[config.mk]
export PLATFORM = sky130hd
export DESIGN_NAME = led_matrix_quarter_scan_driver
export DESIGN_NICKNAME = d
export VERILOG_FILES = /design/src/sv/lmqs_pkg.sv /design/src/sv/lmqs_front.sv /design/src/sv/lmqs_back.sv /design/src/sv/led_matrix_quarter_scan_driver.sv
export VERILOG_INCLUDE_DIRS = /design/src /design/src/sv
export SDC_FILE = /design/constraint.sdc
export NUM_CORES = 1
export LEC_CHECK = 0
export BUFFER_PORTS_ARGS = -buffer_cell sky130_fd_sc_hd__buf_2
export CAP_MARGIN = 10
export CORE_MARGIN = 5
export CORE_UTILIZATION = 61
export CTS_BUF_LIST = sky130_fd_sc_hd__clkbuf_2 sky130_fd_sc_hd__clkbuf_4 sky130_fd_sc_hd__clkbuf_8
export CTS_CLUSTER_SIZE = 24
export DETAILED_ROUTE_END_ITERATION = 10
export PLACE_DENSITY = 0.77
export SYNTH_ARGS = -nofsm -noshare
export SYNTH_HDL_FRONTEND = slang
export SYNTH_HIERARCHICAL = 1
export SYNTH_SLANG_ARGS = --single-unit
[constraint.sdc]
create_clock -name clk -period 3.5 [get_ports clk]
set_input_delay 0.525 -clock clk [delete_from_list [all_inputs] [get_ports clk]]
set_output_delay 0.525 -clock clk [all_outputs]
set_load 0.005 [all_outputs]
[src/sv/led_matrix_quarter_scan_driver_assert.svh]
// ----------------------------------------------------------------------------
// Assertion macros for the quarter-scan driver
// Property wrappers clocked on clk and disabled while rst_n is low.
// ----------------------------------------------------------------------------
`ifndef LED_MATRIX_QUARTER_SCAN_DRIVER_ASSERT_SVH
`define LED_MATRIX_QUARTER_SCAN_DRIVER_ASSERT_SVH

// check cons in the same cycle as ante
`define LMQS_ASSERT_NOW(lbl, ante, cons, msg) \
  lbl: assert property (@(posedge clk) disable iff (!rst_n) (ante) |-> (cons)) \
    else $error(msg);

// check cons in the cycle after ante
`define LMQS_ASSERT_NEXT(lbl, ante, cons, msg) \
  lbl: assert property (@(posedge clk) disable iff (!rst_n) (ante) |=> (cons)) \
    else $error(msg);

`endif

[src/sv/lmqs_pkg.sv]
// ----------------------------------------------------------------------------
// lmqs_pkg
// Shared types and constants of the quarter-scan driver.
// ----------------------------------------------------------------------------
package lmqs_pkg;

  localparam int ROW_W       = 4;
  localparam int COL_W       = 3;
  localparam int BYTE_W      = 8;
  localparam int GRP_W       = 2;
  localparam int FB_ROWS     = 16;
  localparam int FB_COLS     = 8;
  localparam int FB_DEPTH    = FB_ROWS * FB_COLS;
  localparam int ADDR_W      = ROW_W + COL_W;
  localparam int IN_DATA_W   = 16;
  localparam int OUT_DATA_W  = 16;
  localparam int QUEUE_DEPTH = 2;
  localparam int PTR_W       = 1;
  localparam int CNT_W       = 2;

  localparam logic OP_WRITE = 1'b0;
  localparam logic OP_TICK  = 1'b1;

  localparam logic [BYTE_W-1:0] BLANK_BYTE = 8'hFF;

  typedef struct packed {
    logic              is_tick;
    logic              wr_ok;
    logic [ADDR_W-1:0] addr;
    logic [BYTE_W-1:0] data;
  } cmd_t;

  typedef struct packed {
    logic [CNT_W-1:0] cnt;
  } fr_stat_t;

  typedef struct packed {
    logic             scanning;
    logic             last_issue;
    logic [GRP_W-1:0] grp;
  } bk_stat_t;

endpackage

[src/sv/lmqs_front.sv]
// ----------------------------------------------------------------------------
// lmqs_front
// Accept input words, decode write or tick, range-check writes, and hold
// the decoded commands in a two-entry queue for the back end.
// ----------------------------------------------------------------------------
module lmqs_front #(
  parameter int PANEL_ROWS    = 16,
  parameter int PANEL_COLUMNS = 64
) (
  input  logic                             clk,
  input  logic                             rst_n,
  input  logic                             in_tvalid,
  output logic                             in_tready,
  // row[3:0], byte_column[6:4], pixel_byte[14:7], zero[15]
  input  logic [lmqs_pkg::IN_DATA_W-1:0]   in_tdata,
  // opcode[0]
  input  logic                             in_tuser,
  output logic                             q_valid,
  output lmqs_pkg::cmd_t                   q_cmd,
  input  logic                             q_pop,
  output lmqs_pkg::fr_stat_t               stat
);
  import lmqs_pkg::*;

  localparam int BYTES_PER_ROW = PANEL_COLUMNS / 8;

  logic [ROW_W-1:0]  row;
  logic [COL_W-1:0]  col;
  logic [BYTE_W-1:0] pix;
  cmd_t              cmd_in;
  logic              push;

  cmd_t              ent_r [QUEUE_DEPTH];
  logic [PTR_W-1:0]  wp_r, wp_nxt;
  logic [PTR_W-1:0]  rp_r, rp_nxt;
  logic [CNT_W-1:0]  cnt_r, cnt_nxt;

  assign row = in_tdata[ROW_W-1:0];
  assign col = in_tdata[ROW_W+COL_W-1:ROW_W];
  assign pix = in_tdata[ROW_W+COL_W+BYTE_W-1:ROW_W+COL_W];

  always_comb begin
    cmd_in.is_tick = (in_tuser == OP_TICK);
    cmd_in.wr_ok   = (int'(row) < PANEL_ROWS) && (int'(col) < BYTES_PER_ROW);
    cmd_in.addr    = {row, col};
    cmd_in.data    = pix;
  end

  assign in_tready = (cnt_r != CNT_W'(QUEUE_DEPTH));
  assign push      = in_tvalid && in_tready;
  assign q_valid   = (cnt_r != '0);
  assign q_cmd     = ent_r[rp_r];
  assign stat.cnt  = cnt_r;

  always_comb begin
    wp_nxt  = push ? wp_r + PTR_W'(1) : wp_r;
    rp_nxt  = q_pop ? rp_r + PTR_W'(1) : rp_r;
    cnt_nxt = cnt_r + CNT_W'(push) - CNT_W'(q_pop);
  end

  always_ff @(posedge clk) begin
    if (!rst_n) begin
      wp_r  <= '0;
      rp_r  <= '0;
      cnt_r <= '0;
    end else begin
      wp_r  <= wp_nxt;
      rp_r  <= rp_nxt;
      cnt_r <= cnt_nxt;
    end
  end

  always_ff @(posedge clk) begin
    if (push) begin
      ent_r[wp_r] <= cmd_in;
    end
  end

endmodule

[src/sv/lmqs_back.sv]
// ----------------------------------------------------------------------------
// lmqs_back
// Execute queued commands: store frame buffer bytes, and sequence the scan
// reads of a tick through a read stage and an output register.
// ----------------------------------------------------------------------------
module lmqs_back #(
  parameter int PANEL_ROWS    = 16,
  parameter int PANEL_COLUMNS = 64
) (
  input  logic                             clk,
  input  logic                             rst_n,
  input  logic                             q_valid,
  input  lmqs_pkg::cmd_t                   q_cmd,
  output logic                             q_pop,
  output logic                             out_tvalid,
  input  logic                             out_tready,
  // shift_byte[7:0], scan_group[9:8], zero[15:10]
  output logic [lmqs_pkg::OUT_DATA_W-1:0]  out_tdata,
  output logic                             out_tlast,
  output lmqs_pkg::bk_stat_t               stat
);
  import lmqs_pkg::*;

  localparam int BPR  = PANEL_COLUMNS / 8;
  localparam int RB   = PANEL_ROWS / 4;
  localparam int CW   = (BPR > 1) ? $clog2(BPR) : 1;
  localparam int JW   = (RB > 1) ? $clog2(RB) : 1;
  localparam logic [CW-1:0] LAST_COL = CW'(BPR - 1);
  localparam logic [JW-1:0] TOP_J    = JW'(RB - 1);
  localparam int PAD_W = OUT_DATA_W - GRP_W - BYTE_W;

  typedef enum logic [1:0] {
    ST_IDLE = 2'b01,
    ST_SCAN = 2'b10
  } state_t;

  state_t            state_r, state_nxt;
  logic [CW-1:0]     col_r, col_nxt;
  logic [JW-1:0]     j_r, j_nxt;
  logic [GRP_W-1:0]  grp_r, grp_nxt;

  logic              s1_v_r, s1_v_nxt;
  logic              s1_last_r;
  logic [GRP_W-1:0]  s1_grp_r;
  logic [BYTE_W-1:0] rd_data_r;
  logic              rd_vld_r;

  logic              out_v_r, out_v_nxt;
  logic [BYTE_W-1:0] out_byte_r;
  logic [GRP_W-1:0]  out_grp_r;
  logic              out_last_r;

  logic [BYTE_W-1:0] mem [FB_DEPTH];
  logic [FB_DEPTH-1:0] vld_r;

  logic              s1_adv, out_adv, issue, last_issue, wr_en, rd_in;
  logic [31:0]       row_ext, col_ext;
  logic [ADDR_W-1:0] rd_addr;

  assign out_adv    = !out_v_r || out_tready;
  assign s1_adv     = !s1_v_r || out_adv;
  assign issue      = (state_r == ST_SCAN) && s1_adv;
  assign last_issue = issue && (j_r == '0) && (col_r == LAST_COL);
  assign q_pop      = (state_r == ST_IDLE) && q_valid;
  assign wr_en      = q_pop && !q_cmd.is_tick && q_cmd.wr_ok;

  assign row_ext = 32'({j_r, grp_r});
  assign col_ext = 32'(col_r);
  assign rd_in   = (row_ext < FB_ROWS) && (col_ext < FB_COLS);
  assign rd_addr = {row_ext[ROW_W-1:0], col_ext[COL_W-1:0]};

  always_comb begin
    state_nxt = state_r;
    col_nxt   = col_r;
    j_nxt     = j_r;
    grp_nxt   = grp_r;
    unique case (state_r)
      ST_IDLE: begin
        if (q_pop && q_cmd.is_tick) begin
          state_nxt = ST_SCAN;
          col_nxt   = '0;
          j_nxt     = TOP_J;
        end
      end
      ST_SCAN: begin
        if (issue) begin
          if (j_r == '0) begin
            j_nxt = TOP_J;
            if (col_r == LAST_COL) begin
              state_nxt = ST_IDLE;
              grp_nxt   = grp_r + GRP_W'(1);
            end else begin
              col_nxt = col_r + CW'(1);
            end
          end else begin
            j_nxt = j_r - JW'(1);
          end
        end
      end
      default: begin
        state_nxt = ST_IDLE;
      end
    endcase
  end

  assign s1_v_nxt  = s1_adv ? issue : s1_v_r;
  assign out_v_nxt = out_adv ? s1_v_r : out_v_r;

  always_ff @(posedge clk) begin
    if (!rst_n) begin
      state_r <= ST_IDLE;
      col_r   <= '0;
      j_r     <= '0;
      grp_r   <= '0;
      s1_v_r  <= 1'b0;
      out_v_r <= 1'b0;
    end else begin
      state_r <= state_nxt;
      col_r   <= col_nxt;
      j_r     <= j_nxt;
      grp_r   <= grp_nxt;
      s1_v_r  <= s1_v_nxt;
      out_v_r <= out_v_nxt;
    end
  end

  always_ff @(posedge clk) begin
    if (!rst_n) begin
      vld_r <= '0;
    end else if (wr_en) begin
      vld_r[q_cmd.addr] <= 1'b1;
    end
  end

  always_ff @(posedge clk) begin
    if (wr_en) begin
      mem[q_cmd.addr] <= q_cmd.data;
    end
    if (issue) begin
      rd_data_r <= mem[rd_addr];
      rd_vld_r  <= vld_r[rd_addr] && rd_in;
      s1_last_r <= last_issue;
      s1_grp_r  <= grp_r;
    end
  end

  always_ff @(posedge clk) begin
    if (out_adv) begin
      out_byte_r <= rd_vld_r ? ~rd_data_r : ~BLANK_BYTE;
      out_grp_r  <= s1_grp_r;
      out_last_r <= s1_last_r;
    end
  end

  assign out_tvalid = out_v_r;
  assign out_tdata  = {{PAD_W{1'b0}}, out_grp_r, out_byte_r};
  assign out_tlast  = out_last_r;

  assign stat.scanning   = (state_r == ST_SCAN);
  assign stat.last_issue = last_issue;
  assign stat.grp        = grp_r;

endmodule

[src/sv/led_matrix_quarter_scan_driver.sv]
// ----------------------------------------------------------------------------
// led_matrix_quarter_scan_driver: a write word in range stores one frame buffer
// byte; a tick emits (PANEL_COLUMNS/8)*(PANEL_ROWS/4) bytes (32), one frame buffer
// read per byte, each through the read stage and the output register. Reset is
// synchronous, clears group to 0 and marks every frame buffer byte blank.
// ----------------------------------------------------------------------------
module led_matrix_quarter_scan_driver #(
  parameter int PANEL_ROWS    = 16,
  parameter int PANEL_COLUMNS = 64
) (
  input  logic                             clk,
  input  logic                             rst_n,
  input  logic                             in_tvalid,
  output logic                             in_tready,
  // row[3:0], byte_column[6:4], pixel_byte[14:7], zero[15]
  input  logic [lmqs_pkg::IN_DATA_W-1:0]   in_tdata,
  // opcode[0]
  input  logic                             in_tuser,
  output logic                             out_tvalid,
  input  logic                             out_tready,
  // shift_byte[7:0], scan_group[9:8], zero[15:10]
  output logic [lmqs_pkg::OUT_DATA_W-1:0]  out_tdata,
  output logic                             out_tlast
);
  import lmqs_pkg::*;

  logic     q_valid;
  cmd_t     q_cmd;
  logic     q_pop;
  fr_stat_t fr_stat;
  bk_stat_t bk_stat;

  lmqs_front #(
    .PANEL_ROWS   (PANEL_ROWS),
    .PANEL_COLUMNS(PANEL_COLUMNS)
  ) u_front (
    .clk      (clk),
    .rst_n    (rst_n),
    .in_tvalid(in_tvalid),
    .in_tready(in_tready),
    .in_tdata (in_tdata),
    .in_tuser (in_tuser),
    .q_valid  (q_valid),
    .q_cmd    (q_cmd),
    .q_pop    (q_pop),
    .stat     (fr_stat)
  );

  lmqs_back #(
    .PANEL_ROWS   (PANEL_ROWS),
    .PANEL_COLUMNS(PANEL_COLUMNS)
  ) u_back (
    .clk       (clk),
    .rst_n     (rst_n),
    .q_valid   (q_valid),
    .q_cmd     (q_cmd),
    .q_pop     (q_pop),
    .out_tvalid(out_tvalid),
    .out_tready(out_tready),
    .out_tdata (out_tdata),
    .out_tlast (out_tlast),
    .stat      (bk_stat)
  );

`include "led_matrix_quarter_scan_driver_assert.svh"

  `LMQS_ASSERT_NEXT(a_word_queued, in_tvalid && in_tready, fr_stat.cnt != '0, "accepted word not queued")
  `LMQS_ASSERT_NEXT(a_scan_ends, bk_stat.last_issue, !bk_stat.scanning, "scan runs past last byte")
  `LMQS_ASSERT_NEXT(a_grp_hold, !bk_stat.last_issue, bk_stat.grp == $past(bk_stat.grp), "group moved mid-scan")
  `LMQS_ASSERT_NOW(a_last_in_scan, bk_stat.last_issue, bk_stat.scanning, "last byte outside a scan")

endmodule
* Yosys cells after proc, flatten, opt, wreduce, memory -nomap -nowiden
Memories as Yosys holds them, arrays and structs flattened. A register that Yosys moved wholly into a read port is not among the register bits.
Index checks and enable logic that the tools add are counted.
** Word-level totals
- Bits in writable memories :: 1056
- Bits in registers :: 158
- Memories kept :: 2
- Latch bits :: 0
- ROM bits :: 0
** Memories
- u_back.mem :: depth 128, bits a word 8, rd ports 1, clocked after Yosys merged registers in 1, write ports 1, RTL line lmqs_back.sv:53 : logic [BYTE_W-1:0] mem [FB_DEPTH];
- u_front.ent_r :: depth 2, bits a word 16, rd ports 1, clocked after Yosys merged registers in 1, write ports 1, RTL line lmqs_front.sv:33 : cmd_t ent_r [QUEUE_DEPTH];
** Operators by class
- Mux-type cells :: 24
- Bitwise gates (word level) :: 2
- Reduce and logical (&&, ||, !) cells :: 23
- $add $sub $neg :: 7
- $lt $le $gt $ge :: 5
- Equal/unequal tests :: 9
- Shift-type cells :: 0
- Multipliers :: 0
- Divide/modulo/power cells :: 0
** Operator list (number)
- 128-bit bitwise OR :: 1
- 7-bit by 8-bit < comparator with 1-bit output, second input constant :: 2
- 2-bit two-way mux :: 7
- 3-bit two-way mux :: 4
- 1-bit logical AND :: 10
- 1-bit two-way mux :: 8
- 8-bit inverter :: 1
- 2-bit one-hot mux with 2 select lines :: 2
- 4-bit AND reduction :: 2
- 1-bit binary-select mux with 7-bit select :: 1
- 1-bit demux with 7-bit select :: 1
- 7-bit by 1-bit greater-or-equal comparator with 1-bit output, second input constant :: 1
- 2-bit by 1-bit inequality test with 1-bit output, second input constant :: 3
- 2-bit inequality test, second input constant :: 3
- 3-bit one-hot mux with 2 select lines :: 1
- 4-bit by 5-bit < comparator with 1-bit output, second input constant :: 1
- 5-bit AND reduction :: 1
- 3-bit by 4-bit < comparator with 1-bit output, second input constant :: 1
- 2-bit nonzero test :: 2
- 3-bit by 1-bit adder with 3-bit output, second input constant :: 1
- 3-bit == test, second input constant :: 1
- 1-bit zero test :: 3
- 3-bit AND reduction :: 1
- 1-bit adder, second input constant :: 2
- other kinds (9) :: 10

* Longest topological paths before layout
Gate-level depths: netlist of run 1.
- Word-level depth :: 6
- Gate-level depth with buffers :: 9

* Modules after synthesis
The synthesis of run 1 kept the hierarchy.
** By module, submodules not included
- lmqs_back :: cells each 2045, area an instance 45508.6 µm², sequential area each 34222.8 µm², instances 1
- lmqs_front :: cells each 80, area an instance 1431.4 µm², sequential area each 1061.0 µm², instances 1

* Worst setup path after synthesis of run 1
Ideal clock, no wire load.
- Kind :: reg2reg
- Start :: reg (tool-made name)
- End :: mem u_back.mem[105][0], enable pin
- Setup slack :: 461 ps
- Data arrival time :: 2653 ps
- Buffers on the path :: 5
- Stages on the path, launching flop included :: 9
- Clock period less this slack :: 3039 ps
- Library setup time :: 386 ps
- Cell sequence :: dfxtp_1 -> buf_2 -> buf_4 -> mux2_2 -> clkbuf_1 -> or3b_2 -> clkbuf_1 -> clkbuf_1 -> nor3_1
** RTL lines (RTL line)
- end, declared :: lmqs_back.sv:53

==> metrics.md, run 1 <==
| Metric | Value |
|---|---|
| Die Y | 287 µm |
| Placed cells | 3261 |
| RSZ-0062 raised after global routing | no |
| Synth Area per Inst | 22.1 µm² |
| Post-Route Utilization | between 70 and 80% |
| Pins Over Slew Limit | 0 |
| Fillers | between 4000 and 5000 |
| Slew margin rel. | 25.8% |
| Total grt overflow | 0 |
| WP data required | between 4000 and 5000 ps |
| HPWL Detailed | 64100 µm |
| Die ar. | roughly 83000 µm² |
| Worst vdd ir | between 0.6 and 0.7 mV |
| Reg2Reg Depth | 5 |
| Rows | approximately 100 |
| Hold depth | 3 |
| Ports | 40 |
| Post-Route Setup TNS | 0 ps |
| Startpoint Class | register |
| Resize count post-CTS | 0 |
| CP max-delay cell | mux4_2 |
| Worst-path cell chain | buf_12 -> mux4_2 -> mux4_2 -> mux4_2 -> mux2_2 |
| Final worst slack | between 300 and 400 ps |
| Commonest non-fill, non-tap cell in the layout | edfxtp_1 |
| Share of cells above drive strength 1 | 37.7% |
| DP Worst Slack | 364 ps |
| WP data arrival | ~3700 ps |
| Yosys warns | 6 |
| Period minus WS final | between 3000 and 4000 ps |
| First-pass GRT wire length | about 150000 µm |
| Largest stage delay on the critical path | between 600 and 700 ps |
| Hold_buf cts | 16 |
| CTS sink cnt | approximately 1200 |
| Hold_ws | ~110 ps |
| Post-CTS Setup Bufs | 0 |
| CTS H-tree depth | 4 |
| Max clock buf depth | 3 |
| Clock latency on the worst-skew pair | 820 ps |
| Power per cell area | roughly 600 nW/µm² |
| Routed WL per cell | approximately 29 µm |
| Final #Nets | 2455 |
| Final GP Congestion | roughly 0.80 |
| DR iter-0 viols | roughly 2400 |
| Maxcap violations | 0 |
| TritonCTS Buffers | between 150 and 200 |
| Vias per inst | between 6 and 7 |
| First-pass DRT Iterations | 7 |
| CTS root buf | clkbuf_8 |
| Port Buffers | 32 |
| Commonest cells after routing, fill and taps aside | 1079 x edfxtp_1, 378 x mux4_2, 203 x clkbuf_8, 188 x buf_4, 140 x dfxtp_1 |
| Kind of critical path | register to register |
| Non-Filler Instances | 3615 |
| Most used cell, CP | mux4_2 |
| P_leak | approximately 17 nW |
| Clk_skew | 35.8 ps |
| Initial antenna violation count | 2 |
| Core area | between 70000 and 80000 µm² |
| Gate Count Post-Synth | between 2000 and 2500 |
| Area added between synthesis and finish | 14.6% |
| Min-Delay Path Class | input pin to register |
| # DRC | 0 |
| Post-Syn Area | 46900 µm² |
| Clk slew on worst S/H paths | roughly 60 ps |
| Initial core utilization | ~60% |
| Crit path max fanout | 50 |
| Final hold viol count | 0 |
| Area occupied by registers | around 35000 µm² |
| Routed WL | approximately 100000 µm |
| Largest net degree at the start of global routing | 85 |
| Antenna Nets Post-Route | 0 |
| CTS tree | done |
| Vias | between 20000 and 25000 |
| Vias in the first global route | 23916 |
| Final setup viols | 0 |
| Worst-Margin Slew | 1110 ps |
| Die X | between 200 and 300 µm |
| Max frequency | approximately 0.32 GHz |
| Tcrit/Tclk final | around 90% |
| Status | complete, no violations |
| Total GRT Usage | 25.7% |
| CP Capture Type | register |
| Multi-input gate area | approximately 11000 µm² |
==> state kept, by name (all words and copies together), names as in the netlist, 2 cells and up, named ones only <==
signal             flops
u_back/out_byte_r      8
u_back/state_r         2
u_back/grp_r           2
u_back/j_r             2
u_back/mem          1024
u_back/col_r           3
u_back/s1_grp_r        2
u_back/out_grp_r       2
u_back/rd_data_r       8
u_front/ent_r         32
u_back/vld_r         128
u_front/stat           2
==> worst max-delay path: cells and delay by family, from the launching register on <==
kind	cells	cell delay [ps]
muxes	4	2000
DFF	1	480
buffers and inverters	1	370
==> power breakdown <==
part           internal [mW]  switching (mW)  leakage, nW
Sequential              17.2          0.0524         10.9
Combinational          0.741            2.57         4.10
Clock                   6.39            5.27         2.01
==> final cells by class <==
class                   count  area share (%)
diodes                      2         0.00931
clock inverters            63           0.847
flip-flops and latches   1223            65.7
well taps                1030            2.40
clock buffers             273            6.17
multi-input cells         750            20.5
repair buffers            265            4.33
inverters                   9          0.0628
==> metrics by stage <==
step | area (µm²) | power (mW)
floorplan | 47000 | 19.2
global placement | 49800 | 20.6
detailed placement | 49800 | 20.8
CTS | 53800 | 32.4
global route | 53800 | 33.3
finish | 53800 | 32.2
==> routing by layer <==
layer	up-vias	routed length, µm	track usage (%)
li1	9600	-	-
met5	-	13	0
met2	1226	50200	40.2
met4	2	2640	7.29
met1	12184	39500	37.0
met3	163	10800	6.60
==> worst paths after layout <==
path                                        end                           from  slack, ps
setup / recovery  u_back/rd_data_r[4]$_DFFE_PP_   u_back/col_r[0]$_SDFFE_PN0P_        330
hold / removal        u_front/wp_r$_SDFFE_PN0P_                      in_tvalid        110
setup reg to reg  u_back/rd_data_r[4]$_DFFE_PP_   u_back/col_r[0]$_SDFFE_PN0P_        330
hold reg to reg   u_back/vld_r[58]$_SDFFE_PN0P_  u_back/vld_r[58]$_SDFFE_PN0P_        460
(Power assumes the default switching activity.)
==> run 2: changes to the inputs <==
CORE_UTILIZATION = 59   (was 61)
PLACE_DENSITY = 0.78   (was 0.77)
clock period = 2.6 ns   (was 3.5 ns; I/O delays follow)
==> run 2 against run 1 <==
Net effect:
- the flow now finishes with violations (setup timing)
- sequential cell count unchanged
- count of clock-buffer cells in the layout fell by 2
- critical endpoint is now u_back/rd_data_r[5]$_DFFE_PP_
- critical path depth increased by 1
- register-to-register slack worse by 760 ps
- hold slack improved by 120 ps
- routed wire length increased by 0.60%
- largest power group unchanged
- die area rose by 3.3%
- clock power increased by 34%
- total power is 36% higher
- non-clock buffer count up 33
==> metrics.md, run 2 (synthesis results as in run 1) <==
| Metric | Value |
|---|---|
| Status | complete, but fails checks |
| Violated checks | setup timing |
| Final #Nets | between 2000 and 2500 |
| Max frequency | ~0.33 GHz |
| Pins Over Slew Limit | 0 |
| CTS root buf | clkbuf_8 |
| Die Y | a little under 300 µm |
| Crit path max fanout | 19 |
| Rows | approximately 100 |
| Vias | roughly 23000 |
| Largest register FFs | slightly above 1000 |
| Final hold viol count | 0 |
| Final GP Congestion | approximately 0.84 |
| Kind of critical path | register to register |
| CTS tree | done |
| Routed WL | just over 100000 µm |
| HPWL Detailed | around 64000 µm |
| Total grt overflow | 0 |
| Largest net degree at the start of global routing | approximately 130 |
| Power per cell area | roughly 790 nW/µm² |
| Die ar. | about 85000 µm² |
| Placed cells | 3304 |
| CTS H-tree depth | 4 |
| Total GRT Usage | between 20% and 30% |
| Share of cells above drive strength 1 | 41.7% |
| Core area | 79000 µm² |
| Fillers | 4417 |
| Port Buffers | 32 |
| WP data arrival | 3580 ps |
| Vias per inst | around 6.3 |
| Routed WL per cell | between 20 and 30 µm |
| Startpoint Class | register |
| Post-Route Setup TNS | -3570 ps |
| Non-Filler Instances | roughly 3700 |
| # DRC | 0 |
| Ports | 40 |
| Slew margin rel. | between 40% and 50% |
| Clk_skew | 37.5 ps |
| Final setup viols | 9 |
| TritonCTS Buffers | between 150 and 200 |
| CTS sink cnt | approximately 1200 |
| RSZ-0062 raised after global routing | yes |
| Biggest regs | u_back/mem x1024, u_back/vld_r x128, u_front/ent_r x32 |
| Maxcap violations | 0 |
| Period minus WS final | a little over 3000 ps |
| Worst-Margin Slew | around 830 ps |
| Clock latency on the worst-skew pair | slightly above 800 ps |
| DR iter-0 viols | 2819 |
| Min-Delay Path Class | input pin to register |
| Worst vdd ir | between 0.9 and 1 mV |
| Antenna Nets Post-Route | 0 |
| Final worst slack | -426 ps |
| WP data required | 3160 ps |
| Clk slew on worst S/H paths | ~60 ps |
| Commonest cells after routing, fill and taps aside | 1079 x edfxtp_1, 378 x mux4_2, 209 x clkbuf_8, 179 x buf_4, 140 x dfxtp_1 |
| Top reg by flops | u_back/mem |
| Vias in the first global route | 24186 |
| CP Capture Type | register |
| Tcrit/Tclk final | 116% |
| Initial core utilization | 59.4% |
| First-pass DRT Iterations | 5 |
| Initial antenna violation count | 7 |
| Commonest non-fill, non-tap cell in the layout | edfxtp_1 |
| First-pass GRT wire length | 155000 µm |
| Die X | 292 µm |
| Area added between synthesis and finish | 17.7% |
| P_leak | 17.6 nW |
| Max clock buf depth | 3 |
==> run 2: cell types whose count changed in the layout (fill, tap and decap cells not counted), moves of 4 or more <==
| cell | change |
|---|---|
| buf_12 | +28 |
| buf_16 | +6 |
| buf_4 | -9 |
| clkbuf_16 | +5 |
| clkbuf_4 | -8 |
| clkbuf_8 | +6 |
| clkinv_1 | +14 |
| clkinv_2 | -7 |
| clkinv_8 | +5 |
| inv_6 | -4 |
| nor3_1 | -93 |
| nor3_2 | +73 |
| nor3_4 | +20 |
==> run 2: path summary, 6_finish.rpt <==
| kind | depth (start not counted) | slack, ps | end | from |
|---|---|---|---|---|
| hold / removal | 4 | 230 | u_back/s1_v_r$_SDFFE_PN0P_ | out_tready |
| setup reg to reg | 6 | -430 | u_back/rd_data_r[5]$_DFFE_PP_ | u_back/col_r[0]$_SDFFE_PN0P_ |
| setup / recovery | 6 | -430 | u_back/rd_data_r[5]$_DFFE_PP_ | u_back/col_r[0]$_SDFFE_PN0P_ |
| hold reg to reg | 1 | 460 | u_back/vld_r[75]$_SDFFE_PN0P_ | u_back/vld_r[75]$_SDFFE_PN0P_ |
==> run 2: routing by layer <==
layer | routed length (µm) | up-vias | GRT usage (%)
met5 | 0 | - | 0
met4 | 3320 | 0 | 8.61
met3 | 10100 | 183 | 6.60
met2 | 50900 | 1177 | 38.2
met1 | 39400 | 12231 | 34.5
li1 | - | 9671 | -
==> run 2: report_power, final <==
group	total, mW	internal (mW)	switching, mW	leakage (nW)
Clock	15.7	8.49	7.25	1.99
Sequential	23.3	23.2	0.0930	10.9
Combinational	4.76	1.17	3.58	4.69
==> run 2: critical path, cell delays in order, from the launching register on <==
cell	delay [ps]
dfxtp_4	420
buf_12	240
buf_16	220
mux4_2	520
mux4_2	530
mux4_2	530
mux2_2	280
==> run 2: area by class of cell <==
cell class	count	area (µm²)	area share, %
flip-flops and latches	1223	35300	63.9
multi-input cells	750	11600	21.1
clock buffers	271	3340	6.05
repair buffers	298	3140	5.69
well taps	1050	1310	2.38
clock inverters	70	463	0.838
inverters	9	33.8	0.0611
diodes	2	5.00	0.00906
==> run 2: timing repair <==
item | 4_1_cts | 5_1_grt
resized for setup | 2 | 6
endpoints found under the setup margin | 9 | 58
hold buffers | 18 | 0
buffers inserted | 0 | 3
cloned | 0 | 5
endpoints found under the hold margin | 60 | 0
pin swaps | 0 | 2
==> run 2: metrics by stage <==
stage / instance area, µm² / power, mW / setup WS, ps / hold WS (ps) / util [%]
floorplan: 47800 / 26.2 / -226 / 400 / -
global placement: 51000 / 28.1 / -422 / 441 / 64.6
detailed placement: 51000 / 28.4 / -402 / 450 / 64.6
CTS: 55000 / 44.0 / -421 / 157 / 69.7
global route: 55200 / 45.4 / -462 / 204 / 69.9
finish: 55200 / 43.8 / -426 / 230 / 69.9
